===== src/rtl/mps_pkg.sv =====
`default_nettype none
// ----------------------------------------------------------------------------
// mps_pkg
// Shared types and constants of the round-robin poll scheduler: opcodes,
// register indexes, controller states and the control/status bundles.
// ----------------------------------------------------------------------------
package mps_pkg;

  localparam int CfgIndexWidth = 3;
  localparam int CfgDataWidth  = 16;

  // Input opcodes.
  localparam logic OP_POLL     = 1'b0;
  localparam logic OP_SET_FLAG = 1'b1;

  // Configuration register indexes.
  localparam logic [CfgIndexWidth-1:0] REG_FUNCTION_CODE = 3'd0;
  localparam logic [CfgIndexWidth-1:0] REG_START_ADDR_A  = 3'd1;
  localparam logic [CfgIndexWidth-1:0] REG_WORD_COUNT_A  = 3'd2;
  localparam logic [CfgIndexWidth-1:0] REG_START_ADDR_B  = 3'd3;
  localparam logic [CfgIndexWidth-1:0] REG_WORD_COUNT_B  = 3'd4;
  localparam logic [CfgIndexWidth-1:0] REG_START_ADDR_C  = 3'd5;
  localparam logic [CfgIndexWidth-1:0] REG_WORD_COUNT_C  = 3'd6;

  // Request groups.
  localparam logic [1:0] GROUP_A = 2'd0;
  localparam logic [1:0] GROUP_B = 2'd1;
  localparam logic [1:0] GROUP_C = 2'd2;
  localparam logic [1:0] GROUP_WRAP = 2'd3;

  localparam logic [1:0] MISS_LIMIT    = 2'd3;
  localparam logic [3:0] BACKOFF_LIMIT = 4'd10;

  localparam logic [7:0] FUNCTION_CODE_RESET = 8'd3;
  localparam logic [6:0] WORD_COUNT_RESET    = 7'd1;

  typedef enum logic {
    ST_IDLE,
    ST_WALK
  } mps_state_t;

  typedef struct packed {
    logic start;    // wrap the walk position at the start of a poll
    logic flag_wr;  // write one slave's active flag
    logic step;     // handle the current slave
  } mps_cmd_t;

  typedef struct packed {
    logic at_end;   // walk has run past the last slave
    logic skip;     // current slave is in backoff
    logic out_free; // result register can take a new item
  } mps_status_t;

endpackage
`default_nettype wire


===== src/rtl/mps_ctrl.sv =====
`default_nettype none
// ----------------------------------------------------------------------------
// mps_ctrl
// Controller of the poll scheduler: accepts items and steps the datapath
// through the slave walk, one slave per cycle unless a request is stalled.
// ----------------------------------------------------------------------------
module mps_ctrl (
  input  wire                  clk,
  input  wire                  rst,
  input  wire                  in_valid,
  input  wire                  opcode,
  output logic                 in_ready,
  input  mps_pkg::mps_status_t status,
  output mps_pkg::mps_cmd_t    cmd
);
  import mps_pkg::*;

  mps_state_t state;
  mps_state_t state_next;

  always_ff @(posedge clk) begin
    if (rst) begin
      state <= ST_IDLE;
    end else begin
      state <= state_next;
    end
  end

  always_comb begin
    state_next = state;
    unique case (state)
      ST_IDLE: begin
        if (in_valid && opcode == OP_POLL) begin
          state_next = ST_WALK;
        end
      end
      ST_WALK: begin
        if (status.at_end) begin
          state_next = ST_IDLE;
        end else if (!status.skip && status.out_free) begin
          state_next = ST_IDLE;
        end
      end
      default: state_next = ST_IDLE;
    endcase
  end

  always_comb begin
    in_ready    = 1'b0;
    cmd.start   = 1'b0;
    cmd.flag_wr = 1'b0;
    cmd.step    = 1'b0;
    unique case (state)
      ST_IDLE: begin
        in_ready    = 1'b1;
        cmd.start   = in_valid && opcode == OP_POLL;
        cmd.flag_wr = in_valid && opcode == OP_SET_FLAG;
      end
      ST_WALK: begin
        // A slave due a request waits until the result register is free.
        cmd.step = !status.at_end && (status.skip || status.out_free);
      end
      default: ;
    endcase
  end

endmodule
`default_nettype wire


===== src/rtl/mps_datapath.sv =====
`default_nettype none
// ----------------------------------------------------------------------------
// mps_datapath
// Datapath of the poll scheduler: configuration registers, walk position,
// per-slave active flags and miss/backoff counters, and the result register.
// ----------------------------------------------------------------------------
module mps_datapath #(
  parameter int NUM_SLAVES = 16
) (
  input  wire                                   clk,
  input  wire                                   rst,
  input  wire                                   cfg_wr_en,
  input  wire  [mps_pkg::CfgIndexWidth-1:0]     cfg_index,
  input  wire  [mps_pkg::CfgDataWidth-1:0]      cfg_data,
  input  wire  [3:0]                            slave_index,
  input  wire                                   active_value,
  input  mps_pkg::mps_cmd_t                     cmd,
  output mps_pkg::mps_status_t                  status,
  output logic                                  out_valid,
  input  wire                                   out_ready,
  output logic [4:0]                            slave_address,
  output logic [7:0]                            request_function,
  output logic [15:0]                           start_address,
  output logic [6:0]                            word_count,
  output logic [1:0]                            group_index
);
  import mps_pkg::*;

  localparam int SW = $clog2(NUM_SLAVES + 1);
  localparam int IW = (NUM_SLAVES > 1) ? $clog2(NUM_SLAVES) : 1;

  logic [7:0]  function_code;
  logic [15:0] start_addr_a;
  logic [15:0] start_addr_b;
  logic [15:0] start_addr_c;
  logic [6:0]  word_count_a;
  logic [6:0]  word_count_b;
  logic [6:0]  word_count_c;

  logic [SW-1:0] cur_slave;
  logic [1:0]    cur_group;

  logic       slave_active [NUM_SLAVES];
  logic [1:0] miss_count   [NUM_SLAVES];
  logic [3:0] backoff_count[NUM_SLAVES];

  logic [IW-1:0] cur_idx;
  logic [IW-1:0] flag_idx;
  logic          flag_in_range;
  logic [1:0]    cur_miss;
  logic [3:0]    backoff_inc;
  logic          emit;
  logic [SW-1:0] addr_sum;
  logic [15:0]   sel_start;
  logic [6:0]    sel_count;

  assign cur_idx       = cur_slave[IW-1:0];
  assign flag_idx      = IW'(slave_index);
  assign flag_in_range = 32'(slave_index) < NUM_SLAVES;
  assign cur_miss      = miss_count[cur_idx];
  assign backoff_inc   = backoff_count[cur_idx] + 4'd1;
  // Only used while the walk is on a real slave, so the sum never exceeds NUM_SLAVES.
  assign addr_sum      = cur_slave + SW'(1);

  assign status.at_end   = 32'(cur_slave) >= NUM_SLAVES;
  assign status.skip     = cur_miss == MISS_LIMIT;
  assign status.out_free = !out_valid || out_ready;

  assign emit = cmd.step && !status.skip;

  always_comb begin
    case (cur_group)
      GROUP_B: begin
        sel_start = start_addr_b;
        sel_count = word_count_b;
      end
      GROUP_C: begin
        sel_start = start_addr_c;
        sel_count = word_count_c;
      end
      default: begin
        sel_start = start_addr_a;
        sel_count = word_count_a;
      end
    endcase
  end

  always_ff @(posedge clk) begin
    if (rst) begin
      function_code <= FUNCTION_CODE_RESET;
      start_addr_a  <= '0;
      start_addr_b  <= '0;
      start_addr_c  <= '0;
      word_count_a  <= WORD_COUNT_RESET;
      word_count_b  <= WORD_COUNT_RESET;
      word_count_c  <= WORD_COUNT_RESET;
    end else if (cfg_wr_en) begin
      unique case (cfg_index)
        REG_FUNCTION_CODE: function_code <= cfg_data[7:0];
        REG_START_ADDR_A:  start_addr_a  <= cfg_data;
        REG_WORD_COUNT_A:  word_count_a  <= cfg_data[6:0];
        REG_START_ADDR_B:  start_addr_b  <= cfg_data;
        REG_WORD_COUNT_B:  word_count_b  <= cfg_data[6:0];
        REG_START_ADDR_C:  start_addr_c  <= cfg_data;
        REG_WORD_COUNT_C:  word_count_c  <= cfg_data[6:0];
        default: ;
      endcase
    end
  end

  // Walk position. A poll starts by wrapping a position left at the end.
  always_ff @(posedge clk) begin
    if (rst) begin
      cur_slave <= '0;
      cur_group <= GROUP_A;
    end else if (cmd.start) begin
      if (status.at_end) begin
        cur_slave <= '0;
      end
      if (cur_group == GROUP_WRAP) begin
        cur_group <= GROUP_A;
      end
    end else if (cmd.step) begin
      if (status.skip) begin
        cur_slave <= addr_sum;
      end else if (cur_group == GROUP_C) begin
        cur_group <= GROUP_A;
        cur_slave <= addr_sum;
      end else begin
        cur_group <= cur_group + 2'd1;
      end
    end
  end

  always_ff @(posedge clk) begin
    if (rst) begin
      for (int i = 0; i < NUM_SLAVES; i++) begin
        slave_active[i]  <= 1'b0;
        miss_count[i]    <= '0;
        backoff_count[i] <= '0;
      end
    end else begin
      if (cmd.flag_wr && flag_in_range) begin
        slave_active[flag_idx] <= active_value;
      end
      if (cmd.step) begin
        if (status.skip) begin
          // Backoff runs out at the limit and the slave is polled again.
          if (backoff_inc >= BACKOFF_LIMIT) begin
            backoff_count[cur_idx] <= '0;
            miss_count[cur_idx]    <= '0;
          end else begin
            backoff_count[cur_idx] <= backoff_inc;
          end
        end else if (!slave_active[cur_idx]) begin
          miss_count[cur_idx] <= cur_miss + 2'd1;
        end
      end
    end
  end

  always_ff @(posedge clk) begin
    if (rst) begin
      out_valid <= 1'b0;
    end else if (emit) begin
      out_valid <= 1'b1;
    end else if (out_ready) begin
      out_valid <= 1'b0;
    end
  end

  always_ff @(posedge clk) begin
    if (emit) begin
      slave_address    <= 5'(addr_sum);
      request_function <= function_code;
      start_address    <= sel_start;
      word_count       <= sel_count;
      group_index      <= cur_group;
    end
  end

endmodule
`default_nettype wire


===== src/rtl/modbus_poll_scheduler.sv =====
`default_nettype none
// ----------------------------------------------------------------------------
// modbus_poll_scheduler
// Round-robin master poller: three read-request groups per slave, with
// miss counting and backoff of slaves that stop answering.
// ----------------------------------------------------------------------------
//
//  Channel  Handshake               Payload
//  -------  ----------------------  -------------------------------------------
//  input    in_valid / in_ready     opcode, slave_index, active_value
//  result   out_valid / out_ready   slave_address, request_function,
//                                   start_address, word_count, group_index
//  config   cfg_wr_en (no wait)     cfg_index, cfg_data
//
// A set-flag item is taken while idle. A poll item is accepted, then the walk
// passes over slaves in backoff until it issues one request or runs past the
// last slave, one slave per cycle unless stalled. Reset is synchronous and
// clears all per-slave state at once. A finished result waits in the output
// register; the walk stalls only on a new request while that register is full.
//
module modbus_poll_scheduler #(
  parameter int NUM_SLAVES = 16
) (
  input  wire                               clk,
  input  wire                               rst,
  input  wire                               cfg_wr_en,
  input  wire  [mps_pkg::CfgIndexWidth-1:0] cfg_index,
  input  wire  [mps_pkg::CfgDataWidth-1:0]  cfg_data,
  input  wire                               in_valid,
  output logic                              in_ready,
  input  wire                               opcode,
  input  wire  [3:0]                        slave_index,
  input  wire                               active_value,
  output logic                              out_valid,
  input  wire                               out_ready,
  output logic [4:0]                        slave_address,
  output logic [7:0]                        request_function,
  output logic [15:0]                       start_address,
  output logic [6:0]                        word_count,
  output logic [1:0]                        group_index
);
  import mps_pkg::*;

  mps_cmd_t    cmd;
  mps_status_t status;

  mps_ctrl u_ctrl (
    .clk      (clk),
    .rst      (rst),
    .in_valid (in_valid),
    .opcode   (opcode),
    .in_ready (in_ready),
    .status   (status),
    .cmd      (cmd)
  );

  mps_datapath #(
    .NUM_SLAVES (NUM_SLAVES)
  ) u_datapath (
    .clk              (clk),
    .rst              (rst),
    .cfg_wr_en        (cfg_wr_en),
    .cfg_index        (cfg_index),
    .cfg_data         (cfg_data),
    .slave_index      (slave_index),
    .active_value     (active_value),
    .cmd              (cmd),
    .status           (status),
    .out_valid        (out_valid),
    .out_ready        (out_ready),
    .slave_address    (slave_address),
    .request_function (request_function),
    .start_address    (start_address),
    .word_count       (word_count),
    .group_index      (group_index)
  );

  // A poll item starts a walk, so nothing further is taken in the next cycle.
  a_poll_blocks_input: assert property (@(posedge clk) disable iff (rst)
    (in_valid && in_ready && opcode == OP_POLL) |=> !in_ready)
    else $error("input accepted during a poll walk");

  // A result never carries the unused group code.
  a_group_in_range: assert property (@(posedge clk) disable iff (rst)
    out_valid |-> group_index != GROUP_WRAP)
    else $error("result carries an invalid group");

  // A request is issued only while a walk is running, never on a set-flag item.
  a_emit_from_walk: assert property (@(posedge clk) disable iff (rst)
    (!out_valid ##1 out_valid) |-> $past(!in_ready))
    else $error("result appeared outside a poll walk");

endmodule
`default_nettype wire


===== config.mk =====
export PLATFORM = sky130hd
export DESIGN_NAME = modbus_poll_scheduler
export DESIGN_NICKNAME = d
export VERILOG_FILES = /design/src/rtl/mps_pkg.sv /design/src/rtl/mps_ctrl.sv /design/src/rtl/mps_datapath.sv /design/src/rtl/modbus_poll_scheduler.sv
export SDC_FILE = /design/constraint.sdc
export NUM_CORES = 1
export LEC_CHECK = 0
export ABC_AREA = 1
export BUFFER_PORTS_ARGS = -buffer_cell sky130_fd_sc_hd__buf_2
export CORE_ASPECT_RATIO = 2
export CORE_MARGIN = 10
export CORE_UTILIZATION = 60
export DETAILED_ROUTE_END_ITERATION = 6
export GPL_ROUTABILITY_DRIVEN = 0
export PLACE_DENSITY = 0.82
export RECOVER_POWER = 50
export SETUP_SLACK_MARGIN = 0.2
export SLEW_MARGIN = 10
export SYNTH_ARGS = -nofsm -noshare
export SYNTH_HDL_FRONTEND = slang
export SYNTH_SLANG_ARGS = --single-unit

===== constraint.sdc =====
create_clock -name clk -period 4.8 [get_ports clk]
set_input_delay 0.24 -clock clk [delete_from_list [all_inputs] [get_ports clk]]
set_output_delay 0.24 -clock clk [all_outputs]
set_load 0.005 [all_outputs]

==> impl_metrics.json, run 1 <==
{
  "status": "finished with violations",
  "violations": "capacitance limit, slew limit",
  "numCtsBuffers": 21,
  "skew_ns": 0.0263,
  "peakVddDrop_mv": 0.329,
  "post_cts_buffers": 0,
  "finalCritPeriodShare": 0.832,
  "wl_per_cell_um": 18.1,
  "numPortBuffers": 69,
  "leakagePower_nw": 4.56,
  "setup_tns_ns": 0,
  "syn2layout_area_growth_pct": 8.88,
  "core.rowCount": 69,
  "critPathBufInv": 3,
  "ys_top_cells_by_count": "nor2_1, nand2_1, edfxtp_1",
  "grt_use_total": 0.220,
  "htreeDepth": 1,
  "tightest_slew_ns": 3.32,
  "hold_class": "primary input to flip-flop",
  "synth_top_area_cell": "edfxtp_1",
  "die-width_um": 115,
  "syn_nets": 1263,
  "design.core.area_um2": 17800,
  "worstSetupPathType": "primary input to flip-flop",
  "syn_avg_cell_area_um2": 8.85,
  "cts_resized": 0,
  "start_kind": "primary input",
  "cp.arrival_ns": 4.42,
  "yosysMostFrequentCell": "nor2_1",
  "max_stage_delay_ns": 2.40,
  "cp_slowest_cell": "clkbuf_1",
  "vias": 8538,
  "grtUsageMet3": 0.0320,
  "ioPinCount": 70,
  "cts-root-buf": "clkbuf_16",
  "hold_violations": 0,
  "drtIter0Drc": 590,
  "gr-usage-met1": 0.210,
  "dp_slack_ns": 1.17,
  "rsz0062_at_grt": "no",
  "grt_pass1_wl_mm": 42.6,
  "antenna_left": 0,
  "layout_min_cycle_time_ns": 3.99,
  "synth_seq_area_share": 0.584,
  "clock.fmax_ghz": 0.250,
  "syn_inst": 1221,
  "tritoncts": "yes",
  "setup_viol": 0,
  "path_max_fanout": 94,
  "synth_cell_type_count": 37,
  "use_met2": 0.423,
  "drv_cap": 1,
  "slew_viol_final": 95,
  "vias_per_cell": 5.73,
  "nNetsFinal": 1304,
  "cts.sinks": 240,
  "synth-edff-count": 150,
  "grt_overflow": 0,
  "netlist_area_um2": 10800,
  "synth_seq_cells": 240,
  "first_global_vias": 8613,
  "start_util": 0.608,
  "dp_hpwl_mm": 18.9,
  "die_h_um": 210,
  "clkLatencyLatePin_ns": 0.52,
  "end_kind": "flip-flop",
  "ys_warn_count": 0,
  "grt_max_degree": 95,
  "busiest_layer": "met2",
  "worstPathRequired_ns": 5.23,
  "layout-drive-gt1-share": 0.0893,
  "drc": 0,
  "max-slew-margin-rel": -1.21,
  "clock_path_buffers": 3,
  "crit_chain": "buf_2, inv_1, clkbuf_1, o21ai_0, nor2_1",
  "die_area_um2": 24100,
  "cp_top_family": "buffers and inverters",
  "async_reset_ff_frac": 0,
  "synth_area_leaders": "edfxtp_1, dfxtp_1, nor2_1",
  "clkTransAtPathRegs_ns": 0.07,
  "synth_flop_cell": "edfxtp_1",
  "antenna_found_initial": 1,
  "setup_slack_ns": 0.808,
  "holdWs_ns": 0.00796,
  "first_pass_iters": 5,
  "synth_top_area_share": 0.417,
  "diodes": 0,
  "p_total_mw": 4.32,
  "powerDensity_nw_per_um2": 367,
  "wirelength_mm": 27.0
}
==> worst paths after layout <==
kind	slack, ns	endpoint	startpoint	cells past startpoint
worst max-delay path	0.81	u_datapath.function_code[5]	rst	5
worst min-delay path	0.008	u_datapath.start_addr_c[12]	cfg_data[12]	3
worst max register to register	1.09	u_datapath.miss_count[12][1]	flip-flop	14
worst min register to register	0.43	u_datapath.request_function[6]	u_datapath.function_code[6]	0
==> sequential cells by signal (all words and copies together) (netlist names), 16 cells and up, named ones only <==
signal                    cells
u_datapath.backoff_count     64
u_datapath.miss_count        32
u_datapath.slave_active      16
u_datapath.start_addr_a      16
u_datapath.start_addr_b      16
u_datapath.start_addr_c      16
u_datapath.start_address     16
==> where the power goes <==
group | internal [mW] | switching [mW] | total [mW]
Clock | 0.919 | 0.757 | 1.68
Combinational | 0.103 | 0.250 | 0.352
Sequential | 2.26 | 0.0307 | 2.29
Total | 3.28 | 1.04 | 4.32
==> tightest hold or removal path: stages <==
cell    delay [ns]
buf_2         0.10
nor2_1        0.05
nor2_1        0.08
==> layout by cell type (no fill, tap or decap), types with 12 or more instances in the layout <==
cell	count
a31oi_1	23
buf_2	33
clkbuf_1	41
clkbuf_16	21
dfxtp_1	90
edfxtp_1	150
ha_1	12
inv_1	91
nand2_1	208
nand3_1	58
nor2_1	328
nor2_2	20
o21ai_0	113
==> timing repair <==
| item | CTS | global route |
|---|---|---|
| setup endpoints to repair | 0 | 0 |
| hold buffers | 2 | 0 |
| endpoints found under the hold margin | 4 | 0 |
==> final cells by class <==
cell class | count | area, um2
Multi-Input combinational cell | 825 | 3790
Tap cell | 213 | 267
Clock inverter | 9 | 83.8
Inverter | 94 | 353
Fill cell | 1421 | 6020
Sequential cell | 240 | 6310
Clock buffer | 29 | 587
Timing Repair Buffer | 80 | 382
==> per-layer routing <==
metal / up-vias / wire length (um)
met3: 104 / 1630
li1: 4081 / -
met1: 3998 / 8710
met4: 0 / 1540
met5: - / 0
met2: 355 / 15100
==> logic make-up (layout without fill, tap and decap cells) <==
family                     after synthesis  count (layout)  share of synthesized area
AOI/OAI and AO/OA                      171             171                     0.0879
DFF                                    240             240                      0.584
and+or+nand+nor                        639             639                      0.246
adders and majority gates               12              12                     0.0139
buffers and inverters                  156             212                     0.0666
xor gates and xnor gates                 3               3                    0.00243
==> metrics by stage <==
stage	std cells	util	area, um2
floorplan	1221	-	10800
global placement	1450	0.626	11100
detailed placement	1450	0.626	11100
CTS	1490	0.665	11800
global route	1490	0.662	11800
finish	1490	0.662	11800
(Power assumes the default switching activity.)
==> inputs of run 2 (changes only) <==
==> constraint.sdc (replaced) <==
create_clock -name clk -period 3.7 [get_ports clk]
set_input_delay 0.185 -clock clk [delete_from_list [all_inputs] [get_ports clk]]
set_output_delay 0.185 -clock clk [all_outputs]
set_load 0.005 [all_outputs]
==> impl_metrics.json, run 2 (synthesis results as in run 1) <==
{
  "status": "finished with violations",
  "violations": "capacitance limit, slew limit",
  "fill_cells": 1401,
  "die_area_um2": 24100,
  "hold_class": "primary input to flip-flop",
  "die_h_um": 210,
  "reg2reg_depth": 10,
  "holdWs_ns": 0.0125,
  "wirelength_mm": 27.4,
  "gr-usage-met1": 0.215,
  "die-width_um": 115,
  "hold_violations": 0,
  "rsz0062_at_grt": "no",
  "crit_end": "u_datapath.start_address[5]",
  "p_int_mw": 4.24,
  "setup_viol": 0,
  "core.rowCount": 69,
  "max_flop_register": "u_datapath.backoff_count",
  "largest_reg_flops": 64,
  "htreeDepth": 1,
  "busiest_layer": "met2",
  "leakagePower_nw": 4.62,
  "nNetsFinal": 1317,
  "finalCritPeriodShare": 0.877,
  "cts_resized": 0,
  "cts.sinks": 240,
  "drtIter0Drc": 611,
  "end_kind": "flip-flop",
  "final_common_cell": "nor2_1",
  "pwr-share-comb": 0.086,
  "drc": 0,
  "clkLatencyLatePin_ns": 0.50,
  "top_regs": "u_datapath.backoff_count (64), u_datapath.miss_count (32)",
  "skew_ns": 0.0157,
  "ioPinCount": 70,
  "design.core.area_um2": 17800,
  "cts-root-buf": "clkbuf_16",
  "first_pass_iters": 5,
  "slew_viol_final": 51,
  "final_area_um2": 11900,
  "regArea_um2": 6310,
  "setup_tns_ns": 0,
  "grtUsageMet3": 0.0391,
  "worstSetupPathType": "flip-flop to flip-flop",
  "layout_min_cycle_time_ns": 3.25,
  "drv_cap": 1,
  "start_kind": "flip-flop",
  "layout_common_cells": "nor2_1, nand2_1, edfxtp_1, o21ai_0, inv_1",
  "diodes": 0,
  "utilization": 0.667,
  "powerDensity_nw_per_um2": 468,
  "tightest_slew_ns": 2.12,
  "grt_pass1_wl_mm": 43.6,
  "dp_hpwl_mm": 19.0,
  "clkTransAtPathRegs_ns": 0.07,
  "syn2layout_area_growth_pct": 9.82,
  "clock_path_buffers": 3,
  "start_util": 0.608,
  "power_frac_seq": 0.535,
  "max-slew-margin-rel": -0.415,
  "vias": 8667,
  "worstPathRequired_ns": 3.82,
  "power_switching_mw": 1.31,
  "layout-drive-gt1-share": 0.0908,
  "ff2ff_setup_slack_ns": 0.45,
  "rr_endpoint": "u_datapath.start_address[5]",
  "path_max_fanout": 56,
  "tritoncts": "yes",
  "clock.fmax_ghz": 0.308,
  "peakVddDrop_mv": 0.418,
  "vias_per_cell": 5.77,
  "numPortBuffers": 69,
  "p_sw_frac": 0.236,
  "multi_input_area_um2": 3790,
  "use_met2": 0.424,
  "grt_overflow": 0,
  "p_total_mw": 5.55,
  "antenna_left": 0,
  "antenna_found_initial": 0,
  "first_global_vias": 8739,
  "numCtsBuffers": 20,
  "grt_use_total": 0.224,
  "p_clk_frac": 0.379,
  "grt_max_degree": 77,
  "cp.arrival_ns": 3.37,
  "dpl-instance-area_um2": 11200,
  "wl_per_cell_um": 18.3
}
[run 2: final cells by class]
| type | instances | area share |
|---|---|---|
| inverter | 94 | 0.0297 |
| multi-input combinational | 825 | 0.319 |
| sequential | 240 | 0.531 |
| clock buffer | 32 | 0.0526 |
| clock inverter | 4 | 0.00211 |
| tap | 213 | 0.0225 |
| timing repair buffer | 94 | 0.0425 |
[run 2: worst max-delay path, stage by stage (launching register included)]
cell	delay, ns
dfxtp_1	0.32
buf_4	0.31
o21ai_0	0.27
o22ai_1	0.13
o211ai_1	0.22
nand2_1	0.08
ha_1	0.19
inv_1	0.14
o21ai_0	0.21
nor2_4	0.15
clkbuf_2	0.83
[run 2: how the worst min path moves through the flow]
stage / depth (start not counted) / from / to
after global placement: 0 / u_datapath.function_code[6] / u_datapath.request_function[6]
after floorplan: 2 / cfg_data[0] / u_datapath.word_count_c[0]
after global routing: 3 / cfg_data[0] / u_datapath.word_count_b[0]
after CTS: 2 / rst / u_datapath.cur_slave[4]
final: 4 / out_ready / u_datapath.out_valid
after detailed placement: 0 / u_datapath.function_code[6] / u_datapath.request_function[6]
[run 2: stage by stage]
stage,instances,setup WS [ns]
4_1_cts,1502,0.571
3_5_place_dp,1457,0.590
5_1_grt,1502,0.210
2_1_floorplan,1221,0.542
6_report,1502,0.453
3_3_place_gp,1457,0.688
[run 2: timing repair]
action / 4_1_cts / 5_1_grt
hold buffers: 9 / 0
setup endpoints to repair: 0 / 0
endpoints found under the hold margin: 25 / 0
setup buffers: 0 / 0
[run 2: routing by layer]
layer | part of all wire | vias to the layer above
met5 | 0 | -
met4 | 0.053 | 0
met3 | 0.070 | 87
met2 | 0.56 | 393
met1 | 0.32 | 4082
li1 | - | 4105
[run 2: power groups by stage]
stage | combinational, mW | sequential [mW] | clock, mW
3_3_place_gp | 0.448 | 3.03 | 0
5_1_grt | 0.523 | 2.98 | 2.21
6_report | 0.475 | 2.97 | 2.11
3_5_place_dp | 0.461 | 3.03 | 0
2_1_floorplan | 0.328 | 3.02 | 0
4_1_cts | 0.473 | 2.97 | 2.12
==> inputs of run 3 (changes only) <==
--- a/config.mk
+++ b/config.mk
@@ -5,14 +5,13 @@
 export SDC_FILE = /design/constraint.sdc
 export NUM_CORES = 1
 export LEC_CHECK = 0
-export ABC_AREA = 1
 export BUFFER_PORTS_ARGS = -buffer_cell sky130_fd_sc_hd__buf_2
 export CORE_ASPECT_RATIO = 2
 export CORE_MARGIN = 10
 export CORE_UTILIZATION = 60
 export DETAILED_ROUTE_END_ITERATION = 6
 export GPL_ROUTABILITY_DRIVEN = 0
-export PLACE_DENSITY = 0.82
+export PLACE_DENSITY = 0.81
 export RECOVER_POWER = 50
 export SETUP_SLACK_MARGIN = 0.2
 export SLEW_MARGIN = 10
==> impl_metrics.json, run 3 <==
{
  "status": "finished with violations",
  "violations": "capacitance limit, slew limit",
  "p_clk_frac": 0.392,
  "first_pass_iters": 5,
  "start_kind": "flip-flop",
  "cp.arrival_ns": 3.83,
  "dpl-instance-area_um2": 11200,
  "ioPinCount": 70,
  "final_common_cell": "nand2_1",
  "tritoncts": "yes",
  "largest_reg_flops": 64,
  "cts-root-buf": "clkbuf_16",
  "tightest_slew_ns": 1.66,
  "final_area_um2": 12100,
  "finalCritPeriodShare": 0.939,
  "wl_per_cell_um": 21.8,
  "numCtsBuffers": 22,
  "antenna_found_initial": 2,
  "grt_pass1_wl_mm": 43.3,
  "top_regs": "u_datapath.backoff_count (64), u_datapath.miss_count (32)",
  "dp_hpwl_mm": 18.0,
  "layout-drive-gt1-share": 0.146,
  "antenna_left": 0,
  "worstPathRequired_ns": 4.05,
  "power_frac_seq": 0.542,
  "drtIter0Drc": 937,
  "max_flop_register": "u_datapath.backoff_count",
  "synth-edff-count": 150,
  "drc": 0,
  "die_h_um": 209,
  "nNetsFinal": 1082,
  "first_global_vias": 7963,
  "p_sw_frac": 0.228,
  "layout_min_cycle_time_ns": 3.47,
  "hold-path-endpoint": "u_datapath.word_count_c[3]",
  "drv_cap": 1,
  "vias_per_cell": 6.46,
  "hold_violations": 0,
  "p_int_mw": 4.21,
  "grt_max_degree": 82,
  "cp_slowest_cell": "mux4_2",
  "synth_seq_cells": 240,
  "ff2ff_setup_slack_ns": 0.23,
  "crit_chain": "buf_8, buf_4, mux4_2, mux4_2, ha_4, clkbuf_1, a21oi_1, nor2_1, o21ai_0, nor2_1, nor3_2",
  "layout.cells.non_filler": 1271,
  "worstHoldStart": "cfg_data[3]",
  "ys_top_cells_by_count": "nand2_1, edfxtp_1, nor2_1",
  "ys_warn_count": 0,
  "die_area_um2": 23800,
  "skew_ns": 0.0219,
  "synth_top_area_cell": "edfxtp_1",
  "power_switching_mw": 1.25,
  "rsz0062_at_grt": "no",
  "synth_top_area_share": 0.422,
  "async_reset_ff_frac": 0,
  "synth_area_leaders": "edfxtp_1, dfxtp_1, nand2_1",
  "whs_path_depth": 3,
  "clock_path_buffers": 3,
  "holdWs_ns": 0.0188,
  "worstSetupPathType": "flip-flop to flip-flop",
  "grt_overflow": 0,
  "design.core.area_um2": 17600,
  "powerDensity_nw_per_um2": 451,
  "slew_viol_final": 82,
  "start_util": 0.606,
  "netlist_area_um2": 10700,
  "max_stage_delay_ns": 0.51,
  "syn_inst": 966,
  "leakagePower_nw": 3.99,
  "grt_use_total": 0.227,
  "clkTransAtPathRegs_ns": 0.07,
  "yosysMostFrequentCell": "nand2_1",
  "synth_seq_area_share": 0.591,
  "clkLatencyLatePin_ns": 0.52,
  "end_kind": "flip-flop",
  "htreeDepth": 1,
  "setup_viol": 0,
  "syn_nets": 1008,
  "core.rowCount": 69,
  "peakVddDrop_mv": 0.500,
  "synth_cell_type_count": 45,
  "vias": 8214,
  "fill_cells": 1253,
  "path_max_fanout": 9,
  "numPortBuffers": 69,
  "syn2layout_area_growth_pct": 13.5,
  "pwr-share-comb": 0.066,
  "place_inst": 1210,
  "cts.sinks": 240,
  "wirelength_mm": 27.7,
  "hold_class": "primary input to flip-flop",
  "layout_common_cells": "nand2_1, edfxtp_1, nor2_1, a21oi_1, dfxtp_1",
  "syn_avg_cell_area_um2": 11.0,
  "reg2reg_depth": 11,
  "die-width_um": 114,
  "clock.fmax_ghz": 0.288,
  "max-slew-margin-rel": -0.103,
  "synth_flop_cell": "edfxtp_1"
}
-- run 3: cell types whose count changed in the layout (fill, tap and decap cells not counted), moves of 10 or more --
cell and delta:
a22oi_2 +14, nand3_1 -26, a31oi_1 -23, inv_1 -82
nand2_1 -34, a21oi_1 +93, a22oi_1 +25, o21ai_0 -84
mux4_2 +28, nor2_2 -19, nor2_1 -201, nor3_1 +19
mux2i_1 +10
-- run 3: repair_timing --
item,4_1_cts,5_1_grt
setup buffers,2,2
cloned,0,0
hold buffers,15,0
resized for setup,4,13
endpoints found under the hold margin,51,0
endpoints found under the setup margin,58,87
-- run 3: critical path, delay by kind of cell (launching register included) --
family | cells | cell delay, ns
buf+inv | 3 | 0.56
flops | 1 | 0.40
compound gates | 2 | 0.48
mux | 2 | 1.02
fa+ha+maj | 1 | 0.18
simple gates | 3 | 0.65
-- run 3: layout make-up --
| type | count | area (um2) | share of cell area |
|---|---|---|---|
| Sequential cell | 240 | 6310 | 0.521 |
| Timing Repair Buffer | 113 | 716 | 0.0591 |
| Inverter | 10 | 37.5 | 0.00310 |
| Tap cell | 213 | 267 | 0.0220 |
| Clock buffer | 25 | 562 | 0.0464 |
| Antenna cell | 2 | 5.00 | 0.000414 |
| Multi-Input combinational cell | 653 | 4100 | 0.338 |
| Clock inverter | 15 | 111 | 0.00920 |
-- run 3: power groups by stage --
stage / combinational (mW) / clock, mW / sequential, mW
floorplan: 0.218 / 0 / 3.00
global placement: 0.326 / 0 / 3.01
detailed placement: 0.339 / 0 / 3.01
CTS: 0.355 / 2.15 / 2.96
global route: 0.388 / 2.24 / 2.96
finish: 0.359 / 2.14 / 2.96
-- run 3: how the worst max path moves through the flow --
stage,slack [ns],cells after the start,end,start
finish,0.23,11,flip-flop,flip-flop
global route,0.14,11,flip-flop,flip-flop
CTS,0.20,10,u_datapath.miss_count[9][0],flip-flop
detailed placement,-0.27,11,u_datapath.miss_count[9][1],flip-flop
global placement,-0.18,11,u_datapath.miss_count[5][1],flip-flop
floorplan,-0.21,10,u_datapath.miss_count[10][0],flip-flop
-- run 3: cells by family (layout without fill, tap and decap cells) --
kind of cell / count (synthesis) / count (layout) / synth area share
other cells: 0 / 2 / 0
fa+ha+maj: 12 / 12 / 0.0141
mux: 43 / 43 / 0.0800
simple gates: 412 / 412 / 0.170
xor+xnor: 6 / 6 / 0.00563
flops: 240 / 240 / 0.591
compound gates: 180 / 180 / 0.106
buf+inv: 73 / 163 / 0.0325
-- run 3: routing by layer --
layer	wire length, um	vias to the layer above	global-route usage
met2	14000	532	0.368
met1	9710	3955	0.288
met5	0	-	0
met3	2760	89	0.0370
met4	1240	0	0.102
li1	-	3638	-
-- run 3: stage by stage --
stage,TNS (ns),setup WS [ns],power (mW),util
after floorplan,-9.71,-0.212,3.22,-
after global placement,-3.94,-0.180,3.34,0.638
after detailed placement,-5.76,-0.265,3.35,0.638
after CTS,0,0.200,5.46,0.687
after global routing,0,0.136,5.59,0.687
final,0,0.227,5.46,0.687
